**src/rtl/pic_fifo.sv**
```systemverilog
// Two-entry queue of complete sample runs between the front and back ends.
`timescale 1ns / 1ps
`default_nettype none
module pic_fifo #(
    parameter int WIDTH = 8
) (
    input  wire logic             aclk,
    input  wire logic             aresetn,
    input  wire logic             wr_en,
    input  wire logic [WIDTH-1:0] wr_data,
    output logic                  full,
    output logic                  rd_valid,
    input  wire logic             rd_en,
    output logic [WIDTH-1:0]      rd_data
);
    logic [WIDTH-1:0] mem_reg [2];
    logic             wptr_reg, rptr_reg;
    logic [1:0]       count_reg;

    assign full     = (count_reg == 2'd2);
    assign rd_valid = (count_reg != 2'd0);
    assign rd_data  = mem_reg[rptr_reg];

    // Pointers and occupancy.
    always_ff @(posedge aclk) begin
        if (!aresetn) begin
            wptr_reg  <= 1'b0;
            rptr_reg  <= 1'b0;
            count_reg <= 2'd0;
        end else begin
            if (wr_en) begin
                wptr_reg <= !wptr_reg;
            end
            if (rd_en) begin
                rptr_reg <= !rptr_reg;
            end
            if (wr_en && !rd_en) begin
                count_reg <= count_reg + 2'd1;
            end else if (rd_en && !wr_en) begin
                count_reg <= count_reg - 2'd1;
            end
        end
    end

    always_ff @(posedge aclk) begin
        if (wr_en) begin
            mem_reg[wptr_reg] <= wr_data;
        end
    end
endmodule
`default_nettype wire

```
**config.mk**
```make
export PLATFORM = sky130hd
export DESIGN_NAME = pic_fifo
export DESIGN_NICKNAME = d
export VERILOG_FILES = /design/src/rtl/pic_fifo.sv
export SDC_FILE = /design/constraint.sdc
export NUM_CORES = 1
export LEC_CHECK = 0
export BUFFER_PORTS_ARGS = -buffer_cell sky130_fd_sc_hd__buf_2
export CELL_PAD_IN_SITES_DETAIL_PLACEMENT = 1
export CELL_PAD_IN_SITES_GLOBAL_PLACEMENT = 1
export CORE_MARGIN = 10
export CORE_UTILIZATION = 36
export DETAILED_ROUTE_END_ITERATION = 8
export PLACE_DENSITY = 0.79
export SYNTH_ARGS = -nofsm -noshare
export SYNTH_HDL_FRONTEND = slang
export SYNTH_SLANG_ARGS = --single-unit
export TNS_END_PERCENT = 10
```
**constraint.sdc**
```tcl
create_clock -name aclk -period 1.1 [get_ports aclk]
set_input_delay 0 -clock aclk [delete_from_list [all_inputs] [get_ports aclk]]
set_output_delay 0 -clock aclk [all_outputs]
set_load 0.02 [all_outputs]
```
---- Yosys cells after proc, flatten, opt, wreduce, memory -nomap -nowiden ----
Memories as Yosys holds them, arrays and structs flattened. A register that Yosys moved wholly into a read port is not among the register bits.
Index checks and enable logic that the tools add are counted.
operators by class
  add/subtract/negate cells ............... 2
  eq/ne operators ......................... 1
  mux-type cells .......................... 6
  reductions and logical operators ........ 8
operators by type and width
  kind                                               number
  zero test 1 bit                                    4
  two-way mux 1 bit                                  4
  two-way mux 2 bit                                  2
  nonzero test 2 bit                                 2
  adder 2 x 1 -> 2 bit (second input constant)       1
  == test 2 bit (second input constant)              1
  logical AND 1 bit                                  2
  subtractor 2 x 1 -> 2 bit (second input constant)  1
storage, ports and cells
  register bits after elaboration ......... 4
  bits in writable memories ............... 16
  output and inout port bits .............. 10
  logic and storage cells ................. 21
  memories ................................ 1
memories
  memory   words  width  rd ports  clocked after memory_dff  wr ports  RTL line  text
  mem_reg  2      8      1         1                         1         16        logic [WIDTH-1:0] mem_reg [2];

---- Logic depth before layout (Yosys ltp) ----
Gate-level depths: netlist of run 1.
  depth after elaboration ................. 4
  depth in mapped cells ................... 5
  mapped depth without buffers ............ 5

---- Least setup slack after synthesis of run 1 ----
No wires, ideal clock.
  kind .................................... flip-flop to flip-flop
  start ................................... register wptr_reg
  end ..................................... memory mem_reg[0][0] (enable)
  data arrival time ....................... 730 ps
  required time ........................... 725 ps
  setup slack ............................. -4 ps
  stages on the path, launching flop included .. 2
  buffers on the path ..................... 0
  clock period less this slack ............ 1104 ps
  path through ............................ dfxtp_1 -> nor2b_1
RTL lines
  what                    RTL line  text
  from (decl)             17        logic wptr_reg, rptr_reg;
  from (signal assigned)  32        wptr_reg <= !wptr_reg;
  to (decl)               16
Straight into the memory's write port.

==> results_dict.tcl, run 1 <==
set metrics [dict create \
    outcome "finished with violations" \
    violations "setup timing" \
    power_frac_clock_pct 21.5 \
    drive_above_1_share_pct 49.4 \
    start_kind "register" \
    p_leak_nw 0.496 \
    slowest_delay_ns 0.35 \
    nets 97 \
    comb_power_share_pct 22.6 \
    root_buffer "clkbuf_4" \
    clock.fmax_mhz 817 \
    worst_pin_slew_ns 0.165 \
    synth_nets 60 \
    skew_ns 0.00786 \
    drc 0 \
    critical_path.reg2reg.startpoint "count_reg[0]" \
    fp.dieArea_sq_um 4500 \
    drt_first_iter_violations 5 \
    cts_inserted_buffers 3 \
    final_min_period_over_clock_period_pct 111 \
    place.gp.congestion 0.628 \
    cts.sinks 21 \
    num_antenna_cells 0 \
    standard_cell_rows 16 \
    synth_to_final_area_change_pct 49.8 \
    worst_slew_margin_rel_pct 88.9 \
    internal_power_mw 1.26 \
    p_switching_mw 0.414 \
    synth-warning-count 0 \
    place.port_buffers 21 \
    critical_path_required_ns 1.10 \
    cap_violations 0 \
    y_dimension_of_the_die_um 67.1 \
    clock_tree_from_tritoncts "yes" \
    hold_start "rd_en" \
    power.ir.vdd_worst_mv 1.11 \
    dr_total_vias 507 \
    crit_path_class "reg2out" \
    timing.final.max_slew_violations 0 \
    routedWlPerCell_um 14.9 \
    drt-pass1-iter-count 2 \
    rr_endpoint "count_reg[1]" \
    final.setup.tns_ns -0.952 \
    rsz0062_at_grt "yes" \
    power_per_cell_area_nw_per_um2 1400 \
    report.power.total_mw 1.68 \
    grt_max_degree 13 \
    dp.final_hpwl_mm 1.11 \
    reg2reg_setup_slack_ns 0.05 \
    hold_ws_ns 0.0392 \
    initial_utilization_pct 39.0 \
    hold_path.class "in2reg" \
    critical-path-top-delay-family "flip-flops" \
    post_route_minimum_period_ns 1.22 \
    grt_pass1_wl_mm 2.77 \
    crit_path_end_kind "primary output" \
    setup_viol 9 \
    postRouteWirelength_mm 1.64 \
    h_tree_level_count 1 \
    syn_area_sq_um 797 \
    clk-insertion-delay-late_ns 0.30 \
    first_global_vias 578 \
    max-clock-path-buffers 2 \
    die_w_um 67.1 \
    whs_path_depth 3 \
    dp_slack_ns 0.0353 \
    final_cell_area_sq_um 1190 \
    worst_r2r_path_depth 3 \
    seq_power_share_pct 55.9 \
    setup_slack_ns -0.123 \
    dp.cells 97 \
    path_buf_inv 2 \
    synthesis.area_per_instance_sq_um 17.0 \
    grt_use_total_pct 8.25 \
    timing.critical_path.fanout_max 8 \
    instances_no_fill 110 \
    route.detailed.vias_per_inst 4.61 \
    floorplan.io_pins 22 \
    timing_hold_violations_final 0 \
    largest_register_ff_count 16 \
    power_switching_share_pct 24.7 \
    path_clk_slew_ns 0.11 \
    synth_seq_area_share_pct 72.8 \
    layout.core_utilization_pct 58.5 \
    overflow 0 \
    ant_nets 0 \
    design.core.area_sq_um 2040 \
    distinct_cell_type_count_after_synthesis 16 \
    crit_chain "buf_12 > mux2_4 > buf_6" \
    slowest_stage "dfxtp_2" \
    crit_arrival_ns 1.22 \
    ys_ff_latch 21 \
    grt_antenna_before_repair 0 \
    placed_area_sq_um 993 \
    postSynthCellCount 47 \
]
-- routing by layer --
layer | vias up | share of wire, % | track usage [%]
li1 | 243 | - | -
met1 | 243 | 39 | 8.52
met2 | 17 | 52 | 13.7
met3 | 4 | 7.2 | 3.51
met4 | 0 | 2.1 | 4.62
met5 | - | 0 | 0
-- cell type report --
type	instances	area (sq um)
fillers	205	848
inverters	1	3.75
well taps	27	33.8
clock inverters	1	5.00
clock buffers	3	22.5
repair buffers	33	305
multi-input cells	24	240
flip-flops and latches	21	583
-- how the worst max path moves through the flow --
stage,slack (ns),start,depth (start not counted),endpoint
6_report,-0.12,register,3,rd_data[4]
5_1_grt,-0.17,register,3,rd_data[3]
4_1_cts,-0.13,register,3,rd_data[3]
3_5_place_dp,0.04,wr_en,4,count_reg[1]
3_3_place_gp,0.11,wr_en,4,count_reg[1]
2_1_floorplan,0.14,count_reg[0],3,count_reg[1]
-- worst reg2reg max path, delay by kind of cell (launching register included) --
kind,cells,cell delay (ns)
DFF,1,0.36
and+or+nand+nor,1,0.31
xor gates and xnor gates,1,0.17
AOI/OAI and AO/OA,1,0.15
-- cell families (layout without fill, tap and decap cells) --
group / after synthesis / count (layout) / synth area share (%)
flops: 21 / 21 / 72.8
simple gates: 9 / 9 / 7.38
mux: 8 / 8 / 11.3
compound gates: 3 / 3 / 2.51
xor+xnor: 3 / 3 / 3.30
buf+inv: 2 / 38 / 1.10
fa+ha+maj: 1 / 1 / 1.57
-- cell usage in the layout, fill, tap and decap left out, types with 2 or more instances in the layout --
master / count
and2_1: 4
buf_12: 3
dfxtp_2: 2
dlygate4sd3_1: 9
dfxtp_1: 3
edfxtp_1: 16
buf_2: 13
buf_6: 8
mux2_4: 8
xor2_1: 2
clkbuf_4: 3
-- power groups by stage --
stage / logic (mW) / clock network [mW] / registers [mW]
6_report: 0.379 / 0.361 / 0.937
5_1_grt: 0.411 / 0.408 / 0.943
4_1_cts: 0.384 / 0.366 / 0.937
3_5_place_dp: 0.293 / 0 / 0.951
3_3_place_gp: 0.285 / 0 / 0.947
2_1_floorplan: 0.175 / 0 / 0.941
-- synthesized netlist by cell type, drive strengths merged --
cell type  instances  area (sq um)
or2                1          6.26
inv                1          3.75
or3                1          6.26
o21a               1          7.51
a21boi             1          7.51
xor2               2          17.5
mux2               8          90.1
and2b              1          8.76
ha                 1          12.5
edfxtp            16           480
nor2b              2          12.5
xnor2              1          8.76
buf                1          5.00
dfxtp              5           100
and2               4          25.0
o21ai              1          5.00
-- what timing repair did --
| item | CTS | global route |
|---|---|---|
| endpoints found under the setup margin | 10 | 11 |
| hold endpoints to repair | 21 | 0 |
| buffers inserted | 0 | 0 |
| resized for setup | 26 | 0 |
| hold buffers | 9 | 0 |
Note: power is estimated with default switching activity, not from simulation.
==> run 2: changes to the inputs <==
- HOLD_SLACK_MARGIN: not set -> 0.06
==> run 2 against run 1 <==
The run still ends with setup timing left. Critical path type unchanged. Clock power hardly changed. Sequential power hardly changed. Worst setup slack hardly changed. Critical endpoint unchanged. Largest cell class unchanged. Combinational power is 2% higher. Final area is 1.7% higher. Critical path depth stayed put. Clock skew hardly changed. Count of clock-buffer cells in the layout stayed put.
==> results_dict.tcl, run 2 (synthesis gave the netlist of run 1 again) <==
set metrics [dict create \
    outcome "finished with violations" \
    violations "setup timing" \
    grt_pass1_wl_mm 2.85 \
    p_leak_nw 0.504 \
    num_antenna_cells 0 \
    timing_hold_violations_final 0 \
    nets 99 \
    crit_path_class "reg2out" \
    timing.critical_path.fanout_max 8 \
    timing.final.max_slew_violations 0 \
    hold_start "wr_en" \
    cts_inserted_buffers 3 \
    place.gp.congestion 0.628 \
    layout_commonest_cell "edfxtp_1" \
    routedWlPerCell_um 14.9 \
    fp.dieArea_sq_um 4500 \
    cts_setup_buffers 0 \
    floorplan.io_pins 22 \
    h_tree_level_count 1 \
    skew_ns 0.00772 \
    drt-pass1-iter-count 2 \
    place.port_buffers 21 \
    dr_wl_met2_um 876 \
    setup_slack_ns -0.123 \
    grt_use_total_pct 8.49 \
    die_w_um 67.1 \
    drive_above_1_share_pct 48.2 \
    wirelength_met1_um 638 \
    root_buffer "clkbuf_4" \
    critical_path_required_ns 1.10 \
    first_global_vias 590 \
    clk-insertion-delay-late_ns 0.30 \
    grt_max_degree 13 \
    drc 0 \
    rsz0062_at_grt "yes" \
    highest_layer "met4" \
    report.power.total_mw 1.68 \
    final.setup.tns_ns -0.955 \
    worst_slew_margin_rel_pct 88.9 \
    final_cell_area_sq_um 1210 \
    cts.sinks 21 \
    largest_register_ff_count 16 \
    dp.final_hpwl_mm 1.11 \
    design.core.area_sq_um 2040 \
    power.ir.vdd_worst_mv 1.11 \
    setup_viol 9 \
    post_route_minimum_period_ns 1.22 \
    initial_utilization_pct 39.0 \
    dr_total_vias 516 \
    postRouteWirelength_mm 1.67 \
    worst_pin_slew_ns 0.165 \
    max-clock-path-buffers 2 \
    ant_nets 0 \
    synth_to_final_area_change_pct 52.3 \
    clock.fmax_mhz 817 \
    grt_antenna_before_repair 0 \
    most-common-layout-cells "edfxtp_1 (16), buf_2 (13), dlygate4sd3_1 (11)" \
    critical_path.reg2reg.startpoint "count_reg[0]" \
    cap_violations 0 \
    power_per_cell_area_nw_per_um2 1390 \
    crit_arrival_ns 1.22 \
    path_clk_slew_ns 0.12 \
    drt_first_iter_violations 5 \
    final_min_period_over_clock_period_pct 111 \
    route.detailed.vias_per_inst 4.61 \
    clock_tree_from_tritoncts "yes" \
    hold_path.class "in2reg" \
    crit_path_end_kind "primary output" \
    placed_area_sq_um 993 \
    start_kind "register" \
    standard_cell_rows 16 \
    layout.core_utilization_pct 59.4 \
    overflow 0 \
    wl_met3_um 118 \
    y_dimension_of_the_die_um 67.1 \
]
-- run 2: cell count changes in the layout (fill, tap and decap cells not counted) --
cell,delta
dlygate4sd3_1,+2
-- run 2: routing by layer --
metal | vias up | global-route usage [%]
met5 | - | 0
met4 | 0 | 4.62
met3 | 4 | 3.51
met2 | 17 | 14.5
met1 | 248 | 8.62
li1 | 247 | -
-- run 2: worst paths after layout --
kind	to	slack (ns)	depth (start not counted)
hold reg to reg	count_reg[1]	0.54	2
setup reg to reg	count_reg[1]	0.05	3
hold / removal	count_reg[1]	0.20	4
setup / recovery	rd_data[4]	-0.12	3
-- run 2: power breakdown --
part           internal (mW)  switching (mW)  total (mW)
combinational          0.223           0.162       0.385
clock                  0.135           0.226       0.361
sequential             0.910          0.0270       0.937
-- run 2: cell type report --
| class | instances | area, sq um |
|---|---|---|
| Fill cell | 203 | 828 |
| Sequential cell | 21 | 583 |
| Timing Repair Buffer | 35 | 325 |
| Multi-Input combinational cell | 24 | 240 |
| Tap cell | 27 | 33.8 |
| Clock buffer | 3 | 22.5 |
| Clock inverter | 1 | 5.00 |
| Inverter | 1 | 3.75 |
-- run 2: timing repair --
item	in CTS	in global routing
hold buffers	11	0
endpoints found under the hold margin	21	0
cloned	0	0
setup endpoints to repair	10	11
resized for setup	26	0
-- run 2: metrics by stage --
step	setup WS [ns]	hold WS, ns	cells
CTS	-0.129	0.202	112
global route	-0.166	0.246	112
global placement	0.106	0.188	97
floorplan	0.138	0.0989	47
detailed placement	0.0353	0.192	97
finish	-0.123	0.205	112
-- run 2: critical path, cell delays in order (launching register included) --
cell and delay (ns):
dfxtp_2 0.35, buf_12 0.13, mux2_4 0.31, buf_6 0.13
==> run 3: changes to the inputs <==
- RECOVER_POWER: not set -> 50
- SLEW_MARGIN: not set -> 20
==> run 3 against run 2 <==
Die area did not move. Fmax barely moved. Routed wire length fell by 0.60%. Register-to-register slack got worse by 0.03 ns. Total power fell by 0.19%. Critical path type unchanged. The run still ends with setup timing left. Final area fell by 0.51%. Critical path depth did not move. Via count did not move. Critical endpoint unchanged. Combinational power barely moved. Largest cell class unchanged.
==> results_dict.tcl, run 3 (synthesis gave the netlist of run 1 again) <==
set metrics [dict create \
    outcome "finished with violations" \
    violations "setup timing" \
    start_kind "register" \
    cap_violations 0 \
    layout_commonest_cell "edfxtp_1" \
    grt_use_met3_pct 3.51 \
    timing_hold_violations_final 0 \
    whs_path_depth 4 \
    placed_area_sq_um 993 \
    initial_utilization_pct 39.0 \
    path_clk_slew_ns 0.12 \
    most-common-layout-cells "edfxtp_1 (16), dlygate4sd3_1 (11), buf_2 (9)" \
    route.detailed.vias_per_inst 4.61 \
    drc 0 \
    setup_viol 10 \
    place.port_buffers 21 \
    standard_cell_rows 16 \
    max-clock-path-buffers 2 \
    p_leak_nw 0.493 \
    final_cell_area_sq_um 1210 \
    grt_max_degree 13 \
    design.core.area_sq_um 2040 \
    crit_path_class "reg2out" \
    power_per_cell_area_nw_per_um2 1390 \
    power.ir.vdd_worst_mv 1.11 \
    clock.fmax_mhz 817 \
    num_antenna_cells 0 \
    drt-pass1-iter-count 2 \
    post_route_minimum_period_ns 1.22 \
    hold_ws_ns 0.205 \
    cts_inserted_buffers 3 \
    root_buffer "clkbuf_4" \
    die_w_um 67.1 \
    critical_path.reg2reg.startpoint "count_reg[0]" \
    dp.final_hpwl_mm 1.11 \
    final_min_period_over_clock_period_pct 111 \
    layout.core_utilization_pct 59.1 \
    first_global_vias 590 \
    critical_path_required_ns 1.10 \
    cts.sinks 21 \
    reg2reg_setup_slack_ns 0.02 \
    worst_r2r_path_depth 3 \
    nets 99 \
    rsz0062_at_grt "yes" \
    met1_usage_pct 8.62 \
    timing.final.max_slew_violations 0 \
    floorplan.io_pins 22 \
    postRouteWirelength_mm 1.66 \
    dr_total_vias 516 \
    skew_ns 0.00779 \
    clk-insertion-delay-late_ns 0.30 \
    ant_nets 0 \
    grt.met2_usage_pct 14.5 \
    y_dimension_of_the_die_um 67.1 \
    hold_path.class "in2reg" \
    overflow 0 \
    place.gp.congestion 0.628 \
    drive_above_1_share_pct 42.4 \
    rr_endpoint "count_reg[1]" \
    crit_arrival_ns 1.22 \
    setup_slack_ns -0.123 \
    largest_register_ff_count 16 \
    h_tree_level_count 1 \
    grt_pass1_wl_mm 2.85 \
    routedWlPerCell_um 14.8 \
    worst_pin_slew_ns 0.165 \
    fp.dieArea_sq_um 4500 \
    timing.critical_path.fanout_max 8 \
    drt_first_iter_violations 6 \
    crit_path_end_kind "primary output" \
    clock_tree_from_tritoncts "yes" \
    grt_use_total_pct 8.49 \
    top_usage_layer "met2" \
    grt_antenna_before_repair 0 \
    synth_to_final_area_change_pct 51.5 \
    cp-endpoint "rd_data[4]" \
    worst_slew_margin_rel_pct 88.9 \
    report.power.total_mw 1.68 \
]
## run 3: cell types whose count changed in the layout (fill, tap and decap cells not counted)
cell | previous run | this run
buf_2 | 13 | 9
dfxtp_2 | 2 | 1
dfxtp_1 | 3 | 4
clkbuf_1 | 0 | 4
## run 3: power by group
group | switching (mW) | internal (mW)
Combinational | 0.162 | 0.221
Sequential | 0.0270 | 0.908
Clock | 0.226 | 0.135
## run 3: through the flow
step	TNS, ns	setup slack, ns	instances
after floorplan	0	0.138	47
after global placement	0	0.106	97
after detailed placement	0	0.0353	97
after CTS	-1.05	-0.129	112
after global routing	-1.48	-0.166	112
final	-0.982	-0.123	112
## run 3: worst min-delay path by stage
stage	slack, ns	end	startpoint
3_5_place_dp	0.19	mem_reg[1][2]	wr_data[2]
2_1_floorplan	0.1	mem_reg[0][0]	wr_data[0]
4_1_cts	0.20	count_reg[1]	wr_en
3_3_place_gp	0.19	mem_reg[0][0]	wr_data[0]
6_report	0.20	count_reg[1]	wr_en
5_1_grt	0.25	count_reg[1]	wr_en
## run 3: critical path: stages (launching register included)
cell and delay [ns]:
dfxtp_2 0.35, buf_12 0.13, mux2_4 0.31, buf_6 0.13
## run 3: repair_timing
item / 4_1_cts / 5_1_grt
buffers inserted: 0 / 0
resized for setup: 26 / 0
hold buffers: 11 / 0
endpoints found under the setup margin: 10 / 11
pin swaps: 0 / 0
hold endpoints to repair: 21 / 0
## run 3: cell type report
cell class,count,area (sq um)
tap,27,33.8
clock buffer,3,22.5
inverter,1,3.75
multi-input combinational,24,240
sequential,21,582
clock inverter,1,5.00
fill,204,835
timing repair buffer,35,320
## run 3: layer usage
layer,up-vias,routed length [um]
li1,247,-
met2,17,875
met1,248,620
met5,-,0
met3,4,127
met4,0,34
