`src/rtl/pic_pkg.sv`:
```
// Shared widths and constants for the polynomial interpolation coefficient block.
`timescale 1ns / 1ps
`default_nettype none
package pic_pkg;
    localparam int SAMPLE_W = 32;
    localparam int COEF_W   = 64;
    localparam int DEG_W    = 3;
    localparam int CFG_W    = 4;
    // Wide accumulator for the scaled monomial coefficients (wraps modulo 2^128).
    localparam int POLY_W   = 128;
    // Holds (n-1)! for n up to thirteen.
    localparam int SCALE_W  = 32;
    // Divider retires this many quotient bits per cycle.
    localparam int DIV_STEP = 4;
    localparam int FRAC_SHIFT = 16;
endpackage
`default_nettype wire

```
`src/rtl/pic_front.sv`:
```
// Front end: collects samples into a run and pushes each full run to the queue.
`timescale 1ns / 1ps
`default_nettype none
module pic_front
    import pic_pkg::*;
#(
    parameter int MAX_POINTS = 8,
    parameter int IDX_W = 4
) (
    input  wire logic                           aclk,
    input  wire logic                           aresetn,
    input  wire logic                           s_valid,
    output logic                                s_ready,
    input  wire logic [SAMPLE_W-1:0]            s_sample,
    input  wire logic                           cfg_wr_en,
    input  wire logic [CFG_W-1:0]               cfg_wr_data,
    output logic                                push,
    input  wire logic                           full,
    output logic [MAX_POINTS*SAMPLE_W+IDX_W-1:0] push_data
);
    localparam int AW = (MAX_POINTS > 1) ? $clog2(MAX_POINTS) : 1;

    logic [CFG_W-1:0]    point_count_reg;
    logic [IDX_W-1:0]    cnt_reg, cnt_next;
    logic [IDX_W-1:0]    n_eff;
    logic [SAMPLE_W-1:0] store_reg [MAX_POINTS];
    logic                accept;
    logic                run_done;

    // Effective run length: zero reads as one, large values clamp.
    always_comb begin
        if (point_count_reg == '0) begin
            n_eff = IDX_W'(1);
        end else if ({{IDX_W{1'b0}}, point_count_reg} > (IDX_W+CFG_W)'(MAX_POINTS)) begin
            n_eff = IDX_W'(MAX_POINTS);
        end else begin
            n_eff = IDX_W'(point_count_reg);
        end
    end

    assign s_ready  = !full;
    assign accept   = s_valid && s_ready;
    assign run_done = accept && ((cnt_reg + IDX_W'(1)) == n_eff);
    assign push     = run_done;

    // The word that completes a run goes straight into the pushed vector.
    always_comb begin
        for (int i = 0; i < MAX_POINTS; i++) begin
            if (AW'(i) == cnt_reg[AW-1:0]) begin
                push_data[i*SAMPLE_W +: SAMPLE_W] = s_sample;
            end else begin
                push_data[i*SAMPLE_W +: SAMPLE_W] = store_reg[i];
            end
        end
        push_data[MAX_POINTS*SAMPLE_W +: IDX_W] = n_eff;
    end

    always_comb begin
        cnt_next = cnt_reg;
        if (cfg_wr_en) begin
            cnt_next = '0;
        end else if (run_done) begin
            cnt_next = '0;
        end else if (accept) begin
            cnt_next = cnt_reg + IDX_W'(1);
        end
    end

    // Control registers.
    always_ff @(posedge aclk) begin
        if (!aresetn) begin
            point_count_reg <= CFG_W'(1);
            cnt_reg         <= '0;
        end else begin
            if (cfg_wr_en) begin
                point_count_reg <= cfg_wr_data;
            end
            cnt_reg <= cnt_next;
        end
    end

    // Sample store.
    always_ff @(posedge aclk) begin
        if (accept) begin
            store_reg[cnt_reg[AW-1:0]] <= s_sample;
        end
    end
endmodule
`default_nettype wire

```
`config.mk`:
```
export PLATFORM = sky130hd
export DESIGN_NAME = pic_front
export DESIGN_NICKNAME = d
export VERILOG_FILES = /design/src/rtl/pic_pkg.sv /design/src/rtl/pic_front.sv
export SDC_FILE = /design/constraint.sdc
export NUM_CORES = 1
export LEC_CHECK = 0
export BUFFER_PORTS_ARGS = -buffer_cell sky130_fd_sc_hd__buf_2
export CORE_ASPECT_RATIO = 1.5
export CORE_MARGIN = 5
export CORE_UTILIZATION = 50
export DETAILED_ROUTE_END_ITERATION = 8
export MAX_ROUTING_LAYER = met4
export PLACE_DENSITY = 0.76
export SLEW_MARGIN = 20
export SYNTH_ARGS = -nofsm -noshare
export SYNTH_HDL_FRONTEND = slang
export SYNTH_SLANG_ARGS = --single-unit
export TNS_END_PERCENT = 10
```
`constraint.sdc`:
```
create_clock -name aclk -period 11.5 [get_ports aclk]
set_clock_uncertainty 0.05 [all_clocks]
set_input_delay 1.15 -clock aclk [delete_from_list [all_inputs] [get_ports aclk]]
set_output_delay 1.15 -clock aclk [all_outputs]
set_load 0.1 [all_outputs]
```
# Word level (Yosys, flattened, before mapping)
# Memories as Yosys holds them, arrays and structs flattened.
# Index checks and enable logic that the tools add are counted.
# W data, S select, Z words.
# totals
register_bits	8
ramBits	256
in_bits	41
output_inout_bits	262
elab_cells	32
mem_count	1
# mem_list
name	words	width	read_ports	rd_ports_with_merged_regs	write_ports	line	text
store_reg	8	32	8	0	1	pic_front.sv:26	logic [SAMPLE_W-1:0] store_reg [MAX_POINTS];
# classes
n_addsub	1
n_lt_le_gt_ge	1
n_eq_ne	8
muxes	12
bitwise	1
n_reduce_logical	6
# op_table
cell	n
$mux W32	8
$eq A3 B3 Y1 const A	4
$mux W4	2
$eq A2 B3 Y1 const A	2
$add A4 B1 Y4 const B	1
$eq A4 B4 Y1	1
$gt A4 B4 Y1 const B	1
$logic_not A4 Y1	1
$eq A1 B3 Y1 const A	1
$logic_not A3 Y1	1
$reduce_or A3 Y1	1
$logic_and A1 B1 Y1	2
$mux W1	2
$logic_not A1 Y1	1
$not A1 Y1	1

# Longest topological paths before layout
# Gate-level depths: netlist (run 1).
# depth
depth_word	6
mapped_depth	6
mapped_depth_nobuf	5

# Worst setup path after synthesis (run 1)
# Ideal clock, no wire load.
# synth_timing
kind	in2reg
start	input full
end	memory store_reg[0][0] (enable)
setup_ns	0.502
arrival_ns	4.508
required_time_ns	10.948
setup_slack_ns	6.440
cell_stages	3
path_buffers	1
path_cell_list	nand2b_1 -> buf_4 -> nor4_1
# synth_via
elab_chain_cells	4
# synth_rtl
item	line	text
from (decl)	pic_front.sv:18	input wire logic full,
$logic_not A1 Y1	pic_front.sv:41	assign s_ready = !full;
$logic_and A1 B1 Y1	pic_front.sv:42	assign accept = s_valid && s_ready;
$mux W1	pic_front.sv:84	if (accept) begin
$mux W1 (implied by the code)	pic_front.sv:85	store_reg[cnt_reg[AW-1:0]] <= s_sample;
to (decl)	pic_front.sv:26	
# Every way passes these cells.

# Worst setup path in the final report (run 1)
# layout_timing
start	register cnt_reg[2]
end	output push_data[65]
# layout_via
elab_chain_cells	2
# layout_rtl
item	line	text
from (decl)	pic_front.sv:24	logic [IDX_W-1:0] cnt_reg, cnt_next;
from (signal assigned)	pic_front.sv:78	cnt_reg <= cnt_next;
$eq A2 B3 Y1	pic_front.sv:49	if (AW'(i) == cnt_reg[AW-1:0]) begin
$mux W32	pic_front.sv:49	
to (decl)	pic_front.sv:19	output logic [MAX_POINTS*SAMPLE_W+IDX_W-1:0] push_data
# Every way passes these cells.

==> PnR_summary.wiki, run 1 <==
{| class="wikitable"
! Metric !! Value
|-
| Flip-flop and latch count after synthesis || 264
|-
| Count of input and output buffers || 302
|-
| Via count of the first global-routing pass || 6868
|-
| Utilization after layout || 0.6210
|-
| Gpl congestion || 0.8332
|-
| Worst skew pair latency || 0.51 ns
|-
| Fraction of the yosys area taken by sequential cells || 0.6917
|-
| Total instance count after detailed placement || 1169
|-
| Fillers || 1660
|-
| Finished Cell Area || 13900 um^2
|-
| Power spent charging and discharging nets || 475.8 uW
|-
| Number of cells traversed by the worst hold path || 2
|-
| Post-Syn Area || 11340 um^2
|-
| Min-Delay Endpoint || point_count_reg[0]
|-
| Number of antenna violations at the first check in global routing || 1
|-
| Final Slew Violations || 0
|-
| Count of warnings emitted by yosys || 0
|-
| Area share of the largest cell type after synthesis || 0.6776
|-
| Maximum fanout along the worst path || 32
|-
| I/O pin total || 303
|-
| Fraction of final layout cells sized beyond drive strength 1 || 0.6563
|-
| Outcome || finished clean
|-
| Fraction of power spent switching nets || 0.2412
|-
| Main synth FF type || sky130_fd_sc_hd__edfxtp_1
|-
| Setup-failing EPs final || 0
|-
| CP startpoint kind || flop
|-
| Drc violations || 0
|-
| First-pass detailed-route iteration total || 5
|-
| Post-detail-place hpwl || 18280 um
|-
| Total Die Area || 25860 um^2
|-
| Asr flop ratio synth || 0
|-
| Gates resized, CTS repair || 0
|-
| Total core area || 22380 um^2
|-
| Power density cells || 141.9 nW/um^2
|-
| Maximum operating frequency || 233.6 MHz
|-
| CTS clk-pin slew, worst paths || 0.06 ns
|-
| Setup repair after global routing missed its margin || no
|-
| Yosys cell types || 29
|-
| Post-CTS Hold Fix Bufs || 0
|-
| Num CTS Buffers || 25
|-
| Portion of total power attributed to sequential cells || 0.540
|-
| Synthesized instance count || 614
|-
| Number of sinks on the clock net || 264
|-
| Crit path DAT || 3.08 ns
|-
| Number of levels the H-tree was split into || 1
|-
| Routed length per placed instance || 24.05 um
|-
| Critical R2R Capture || store_reg[7][15]
|-
| Area added between synthesis and finish || 22.52%
|-
| Comb pwr share || 0.090
|-
| Total detailed-routing wirelength || 29120 um
|-
| Fin crit share || 0.3723
|-
| Critical hold path startpoint || point_count_reg[0]
|-
| Synthesized area divided by synthesized cell count || 18.48 um^2
|-
| Starting density of the core || 0.5068
|-
| Clock tree from TritonCTS || yes
|-
| Post-synth EDFFs || 256
|-
| Max-Cap Viols || 0
|-
| Worst R2R Setup Slack || 9.22 ns
|-
| DP Area || 13200 um^2
|-
| Total GRT Usage || 0.2220
|-
| NumNets Final || 967
|-
| Nets in the synthesized netlist || 661
|-
| Leading cell types by count after synthesis || sky130_fd_sc_hd__edfxtp_1, sky130_fd_sc_hd__mux2_2, sky130_fd_sc_hd__buf_2, sky130_fd_sc_hd__nand2_1, sky130_fd_sc_hd__nor2_1
|-
| Setup tns final || 0 ns
|-
| Maximum number of pins on one net before global-route repair || 33
|-
| Root Buffer Master || sky130_fd_sc_hd__clkbuf_16
|-
| Nature of the critical path endpoint || output pin
|-
| Required time of the worst setup path || 10.30 ns
|-
| Largest register FFs || 256
|-
| Start of the worst register-to-register path || cnt_reg[2]
|-
| Fraction of power consumed by the clock network || 0.370
|-
| Clk buf depth || 3
|-
| Cell with the most instances after synthesis || sky130_fd_sc_hd__edfxtp_1
|-
| Worst-case vdd ir drop || 131.2 uV
|-
| Standard-cell rows || 67
|-
| Congestion Overflow GR || 0
|-
| Wire length of the first global-routing pass || 42750 um
|-
| Leak pwr || 5.187 nW
|-
| Hold_ws || 0.4323 ns
|-
| Initial DRC Count || 415
|-
| Vert. Die Dim || 194.5 um
|-
| Largest area contributor in the synthesized netlist || sky130_fd_sc_hd__edfxtp_1
|-
| Post-CTS setup repair buffer count || 0
|-
| Classification of the worst-slack hold path || flop to flop
|-
| Via density per instance || 5.566
|-
| Number of standard cells in the final layout excluding fillers || 1211
|-
| Transition time of the tightest slew-check pin || 1.003 ns
|-
| Worst slew margin || 0.3288
|-
| Number of failing hold endpoints at the final stage || 0
|-
| Die X-Extent || 133.0 um
|-
| Internal power component || 1.497 mW
|-
| Via count || 6741
|-
| Cell types occupying the most area after synthesis || sky130_fd_sc_hd__edfxtp_1, sky130_fd_sc_hd__mux2_2, sky130_fd_sc_hd__dfxtp_1
|-
| Final critical path time including I/O delays and setup || 4.282 ns
|-
| Antenna viol nets, final || 0
|-
| Type of the setup path with the least slack || flop to output pin
|-
| Number of cells traversed by the worst register-to-register path || 3
|}
==> placed cells by master (no fill, tap or decap), types with 2 or more instances in the layout <==
cell type,netlist,final
sky130_fd_sc_hd__a21oi_1,3,3
sky130_fd_sc_hd__nor2_1,9,6
sky130_fd_sc_hd__clkbuf_1,4,10
sky130_fd_sc_hd__nor4_4,1,2
sky130_fd_sc_hd__buf_4,1,8
sky130_fd_sc_hd__clkinv_2,0,3
sky130_fd_sc_hd__mux2_2,250,250
sky130_fd_sc_hd__xnor2_1,5,5
sky130_fd_sc_hd__mux2i_1,5,5
sky130_fd_sc_hd__clkinv_1,0,2
sky130_fd_sc_hd__mux2_1,6,6
sky130_fd_sc_hd__nand2_2,0,5
sky130_fd_sc_hd__nor2_4,0,3
sky130_fd_sc_hd__buf_2,25,302
sky130_fd_sc_hd__ha_1,6,4
sky130_fd_sc_hd__edfxtp_1,256,256
sky130_fd_sc_hd__xor2_1,2,2
sky130_fd_sc_hd__a2111oi_2,2,2
sky130_fd_sc_hd__nor2b_2,2,2
sky130_fd_sc_hd__dfxtp_1,8,8
sky130_fd_sc_hd__nor3_2,0,4
sky130_fd_sc_hd__ha_2,0,2
sky130_fd_sc_hd__inv_1,5,5
sky130_fd_sc_hd__nand2_1,10,5
sky130_fd_sc_hd__clkbuf_16,0,25
==> cells by family (layout without fill, tap and decap cells) <==
kind of cell               Yosys count  after routing  share of synthesized area
DFF                                264            264                     0.6917
adders and majority gates            6              6                   0.006617
buffers and inverters               37            357                    0.01643
muxes                              261            261                     0.2585
and+or+nand+nor                     32             32                    0.01599
xor gates and xnor gates             7              7                   0.005404
other                                0              1                          0
AOI/OAI and AO/OA                    7              7                   0.005293
==> power groups by stage <==
stage                     Combinational, mW  Sequential [mW]  Clock (mW)
final                                 0.178             1.07       0.730
after global routing                  0.185             1.06       0.785
after CTS                             0.179             1.06       0.750
after detailed placement              0.178             1.09           0
after global placement                0.177             1.09           0
after floorplan                       0.129             1.09           0
==> final cells by class <==
type / instances / area [um^2] / share of cell area
clock inverter: 5 / 22.52 / 0.001620
multi-input combinational: 313 / 3387 / 0.2437
antenna: 1 / 2.502 / 0.0001800
clock buffer: 36 / 676.9 / 0.04870
tap: 276 / 345.3 / 0.02484
sequential: 264 / 7848 / 0.5646
inverter: 5 / 18.77 / 0.001350
timing repair buffer: 311 / 1599 / 0.1150
==> routing by layer <==
| layer | global-route usage | vias to the layer above | wire length (um) |
|---|---|---|---|
| met4 | 0.08243 | 0 | 1079 |
| met3 | 0.03932 | 58 | 1889 |
| met5 | - | - | 0 |
| li1 | - | 3005 | - |
| met1 | 0.2630 | 3409 | 11060 |
| met2 | 0.3791 | 269 | 15090 |
==> stage by stage <==
| stage | total power [mW] | setup slack [ns] |
|---|---|---|
| detailed placement | 1.264 | 7.557 |
| floorplan | 1.214 | 6.440 |
| global placement | 1.262 | 7.631 |
| global route | 2.035 | 7.015 |
| finish | 1.973 | 7.218 |
| CTS | 1.994 | 7.169 |
==> critical path, stage by stage (launching register included) <==
cell	delay [ns]
sky130_fd_sc_hd__dfxtp_1	0.72
sky130_fd_sc_hd__inv_1	0.26
sky130_fd_sc_hd__nand2_2	0.80
sky130_fd_sc_hd__mux2_2	0.33
sky130_fd_sc_hd__buf_2	0.43
==> how the worst max path moves through the flow <==
stage,cells after the start,slack (ns),from,end
floorplan,3,6.44,full,store_reg[0][0]
global placement,5,7.63,full,push
detailed placement,5,7.56,full,push
CTS,4,7.17,cnt_reg[2],push_data[80]
global route,4,7.02,cnt_reg[2],push_data[20]
finish,4,7.22,cnt_reg[2],push_data[65]
No activity file was read; power rests on OpenSTA's default activity.
==> inputs of run 2 (changes only) <==
clock period = 4.42 ns   (was 11.5 ns; I/O delays follow)
==> run 2 against run 1 <==
Combinational power rose to 2.6 times the previous value. Critical path depth unchanged. Wire length down 0.50%. Global-route usage down 0.053 points. Via count down 1.2%. Largest cell class unchanged. Core utilization up 0.61 points. Power rose to 2.7 times the previous value. Sequential share of layout area down 0.55 points. Sequential power rose to 2.6 times the previous value. Highest routed layer unchanged.
==> PnR_summary.wiki, run 2 (synthesis gave the netlist of run 1 again) <==
{| class="wikitable"
! Metric !! Value
|-
| Routed length per placed instance || 23.87 um (was 24.05 um)
|-
| Clock tree from TritonCTS || yes (unchanged)
|-
| Finished Cell Area || 14040 um^2 (was 13900 um^2)
|-
| Classification of the worst-slack hold path || input port to flop (was flop to flop)
|-
| Post-CTS setup repair buffer count || 0 (unchanged)
|-
| Setup-failing EPs final || 0 (unchanged)
|-
| DP Area || 13210 um^2 (was 13200 um^2)
|-
| Clk buf depth || 3 (unchanged)
|-
| Starting density of the core || 0.5068 (unchanged)
|-
| Required time of the worst setup path || 3.93 ns (was 10.30 ns)
|-
| Hold_ws || 0.04732 ns (was 0.4323 ns)
|-
| First-pass detailed-route iteration total || 5 (unchanged)
|-
| Via density per instance || 5.486 (was 5.566)
|-
| Worst-case vdd ir drop || 424.6 uV (was 131.2 uV)
|-
| Total GRT Usage || 0.2215 (was 0.2220)
|-
| Setup Slack @ Placement || 1.399 ns (was 7.557 ns)
|-
| Worst slew margin || 0.3023 (was 0.3288)
|-
| Commonest non-fill, non-tap cell in the layout || sky130_fd_sc_hd__buf_2 (unchanged)
|-
| Antenna viol nets, final || 0 (unchanged)
|-
| Commonest cells after routing, fill and taps aside || sky130_fd_sc_hd__buf_2, sky130_fd_sc_hd__edfxtp_1, sky130_fd_sc_hd__mux2_2 (unchanged)
|-
| Setup repair after global routing missed its margin || no (unchanged)
|-
| Total Die Area || 25860 um^2 (unchanged)
|-
| I/O pin total || 303 (unchanged)
|-
| Final Slew Violations || 0 (unchanged)
|-
| CTS clk-pin slew, worst paths || 0.06 ns (about the same)
|-
| Via count of the first global-routing pass || 6835 (was 6868)
|-
| Gates resized, CTS repair || 0 (unchanged)
|-
| Root Buffer Master || sky130_fd_sc_hd__clkbuf_16 (unchanged)
|-
| Power density cells || 381.3 nW/um^2 (was 141.9 nW/um^2)
|-
| Fraction of power consumed by the clock network || 0.396 (was 0.370)
|-
| Final critical path time including I/O delays and setup || 3.582 ns
|-
| Worst skew pair latency || 0.52 ns (was 0.51 ns)
|-
| Total core area || 22380 um^2 (unchanged)
|-
| Die X-Extent || 133.0 um (unchanged)
|-
| Diodes inserted || 0 (was 1)
|-
| Leak pwr || 5.252 nW (was 5.187 nW)
|-
| Maximum number of pins on one net before global-route repair || 33 (unchanged)
|-
| Standard-cell rows || 67 (unchanged)
|-
| Initial DRC Count || 356 (was 415)
|-
| Fin crit share || 0.8104
|-
| Power spent charging and discharging nets || 1.287 mW (was 475.8 uW)
|-
| Area added between synthesis and finish || 23.72% (was 22.52%)
|-
| Comb pwr share || 0.086 (was 0.090)
|-
| Fraction of power spent switching nets || 0.2405 (was 0.2412)
|-
| Vert. Die Dim || 194.5 um (unchanged)
|-
| Number of failing hold endpoints at the final stage || 0 (unchanged)
|-
| Fraction of final layout cells sized beyond drive strength 1 || 0.6642 (was 0.6563)
|-
| Number of antenna violations at the first check in global routing || 0 (was 1)
|-
| Num CTS Buffers || 26 (was 25)
|-
| Post-detail-place hpwl || 18730 um (was 18280 um)
|-
| Outcome || finished clean (unchanged)
|-
| Largest register FFs || 256 (unchanged)
|-
| Number of sinks on the clock net || 264 (unchanged)
|-
| Maximum fanout along the worst path || 32 (unchanged)
|-
| Wire length of the first global-routing pass || 42790 um (was 42750 um)
|-
| Max-Cap Viols || 0 (unchanged)
|-
| Transition time of the tightest slew-check pin || 1.043 ns (was 1.003 ns)
|-
| Drc violations || 0 (unchanged)
|-
| Portion of total power attributed to sequential cells || 0.518 (was 0.540)
|-
| Congestion Overflow GR || 0 (unchanged)
|-
| Total detailed-routing wirelength || 28980 um (was 29120 um)
|-
| Gpl congestion || 0.8205 (was 0.8332)
|-
| Post-CTS Hold Fix Bufs || 0 (unchanged)
|-
| Internal power component || 4.065 mW (was 1.497 mW)
|-
| Via count || 6660 (was 6741)
|-
| CP startpoint kind || flop (unchanged)
|-
| Type of the setup path with the least slack || flop to output pin (unchanged)
|-
| Maximum operating frequency || 279.2 MHz
|-
| NumNets Final || 970 (was 967)
|-
| Setup tns final || 0 ns (unchanged)
|-
| Number of levels the H-tree was split into || 1 (unchanged)
|-
| Nature of the critical path endpoint || output pin (unchanged)
|-
| Crit path DAT || 3.09 ns (was 3.08 ns)
|-
| Count of input and output buffers || 302 (unchanged)
|-
| Final critical-path setup slack || 0.8382 ns (was 7.218 ns)
|}
-- run 2: layer usage --
layer / track usage / vias to the layer above / wire [um]
met5: - / - / 0
met4: 0.07280 / 0 / 881
met3: 0.03828 / 46 / 1611
met2: 0.3813 / 247 / 15130
met1: 0.2644 / 3355 / 11360
li1: - / 3012 / -
-- run 2: worst paths after layout --
check,to,startpoint,cells after the start,slack [ns]
setup / recovery,push_data[20],cnt_reg[2],4,0.84
hold reg to reg,point_count_reg[0],point_count_reg[0],2,0.43
hold / removal,point_count_reg[0],aresetn,2,0.05
setup reg to reg,store_reg[1][11],cnt_reg[0],3,2.15
-- run 2: power by group through the flow --
| stage | clock network (mW) | registers (mW) | logic (mW) |
|---|---|---|---|
| after global routing | 2.27 | 2.77 | 0.480 |
| after CTS | 2.16 | 2.77 | 0.465 |
| after floorplan | 0 | 2.82 | 0.334 |
| after detailed placement | 0 | 2.82 | 0.464 |
| final | 2.12 | 2.77 | 0.462 |
| after global placement | 0 | 2.82 | 0.461 |
-- run 2: metrics by stage --
| step | util | cells | power (mW) |
|---|---|---|---|
| after floorplan | - | 614 | 3.158 |
| after global placement | 0.5889 | 1169 | 3.284 |
| after detailed placement | 0.5901 | 1170 | 3.288 |
| after CTS | 0.6262 | 1213 | 5.393 |
| after global routing | 0.6271 | 1214 | 5.518 |
| final | 0.6271 | 1214 | 5.353 |
-- run 2: final cells by class --
cell class | instances | area [um^2]
inverter | 5 | 18.77
clock buffer | 31 | 690.7
multi-input combinational | 313 | 3378
fill | 1638 | 8347
timing repair buffer | 313 | 1639
sequential | 264 | 7848
tap | 276 | 345.3
clock inverter | 12 | 116.4
-- run 2: worst max-delay path: stages, from the launching register on --
cell and delay [ns]:
sky130_fd_sc_hd__dfxtp_1 0.72, sky130_fd_sc_hd__inv_1 0.23, sky130_fd_sc_hd__nand2_2 0.80, sky130_fd_sc_hd__mux2_2 0.35, sky130_fd_sc_hd__buf_2 0.44
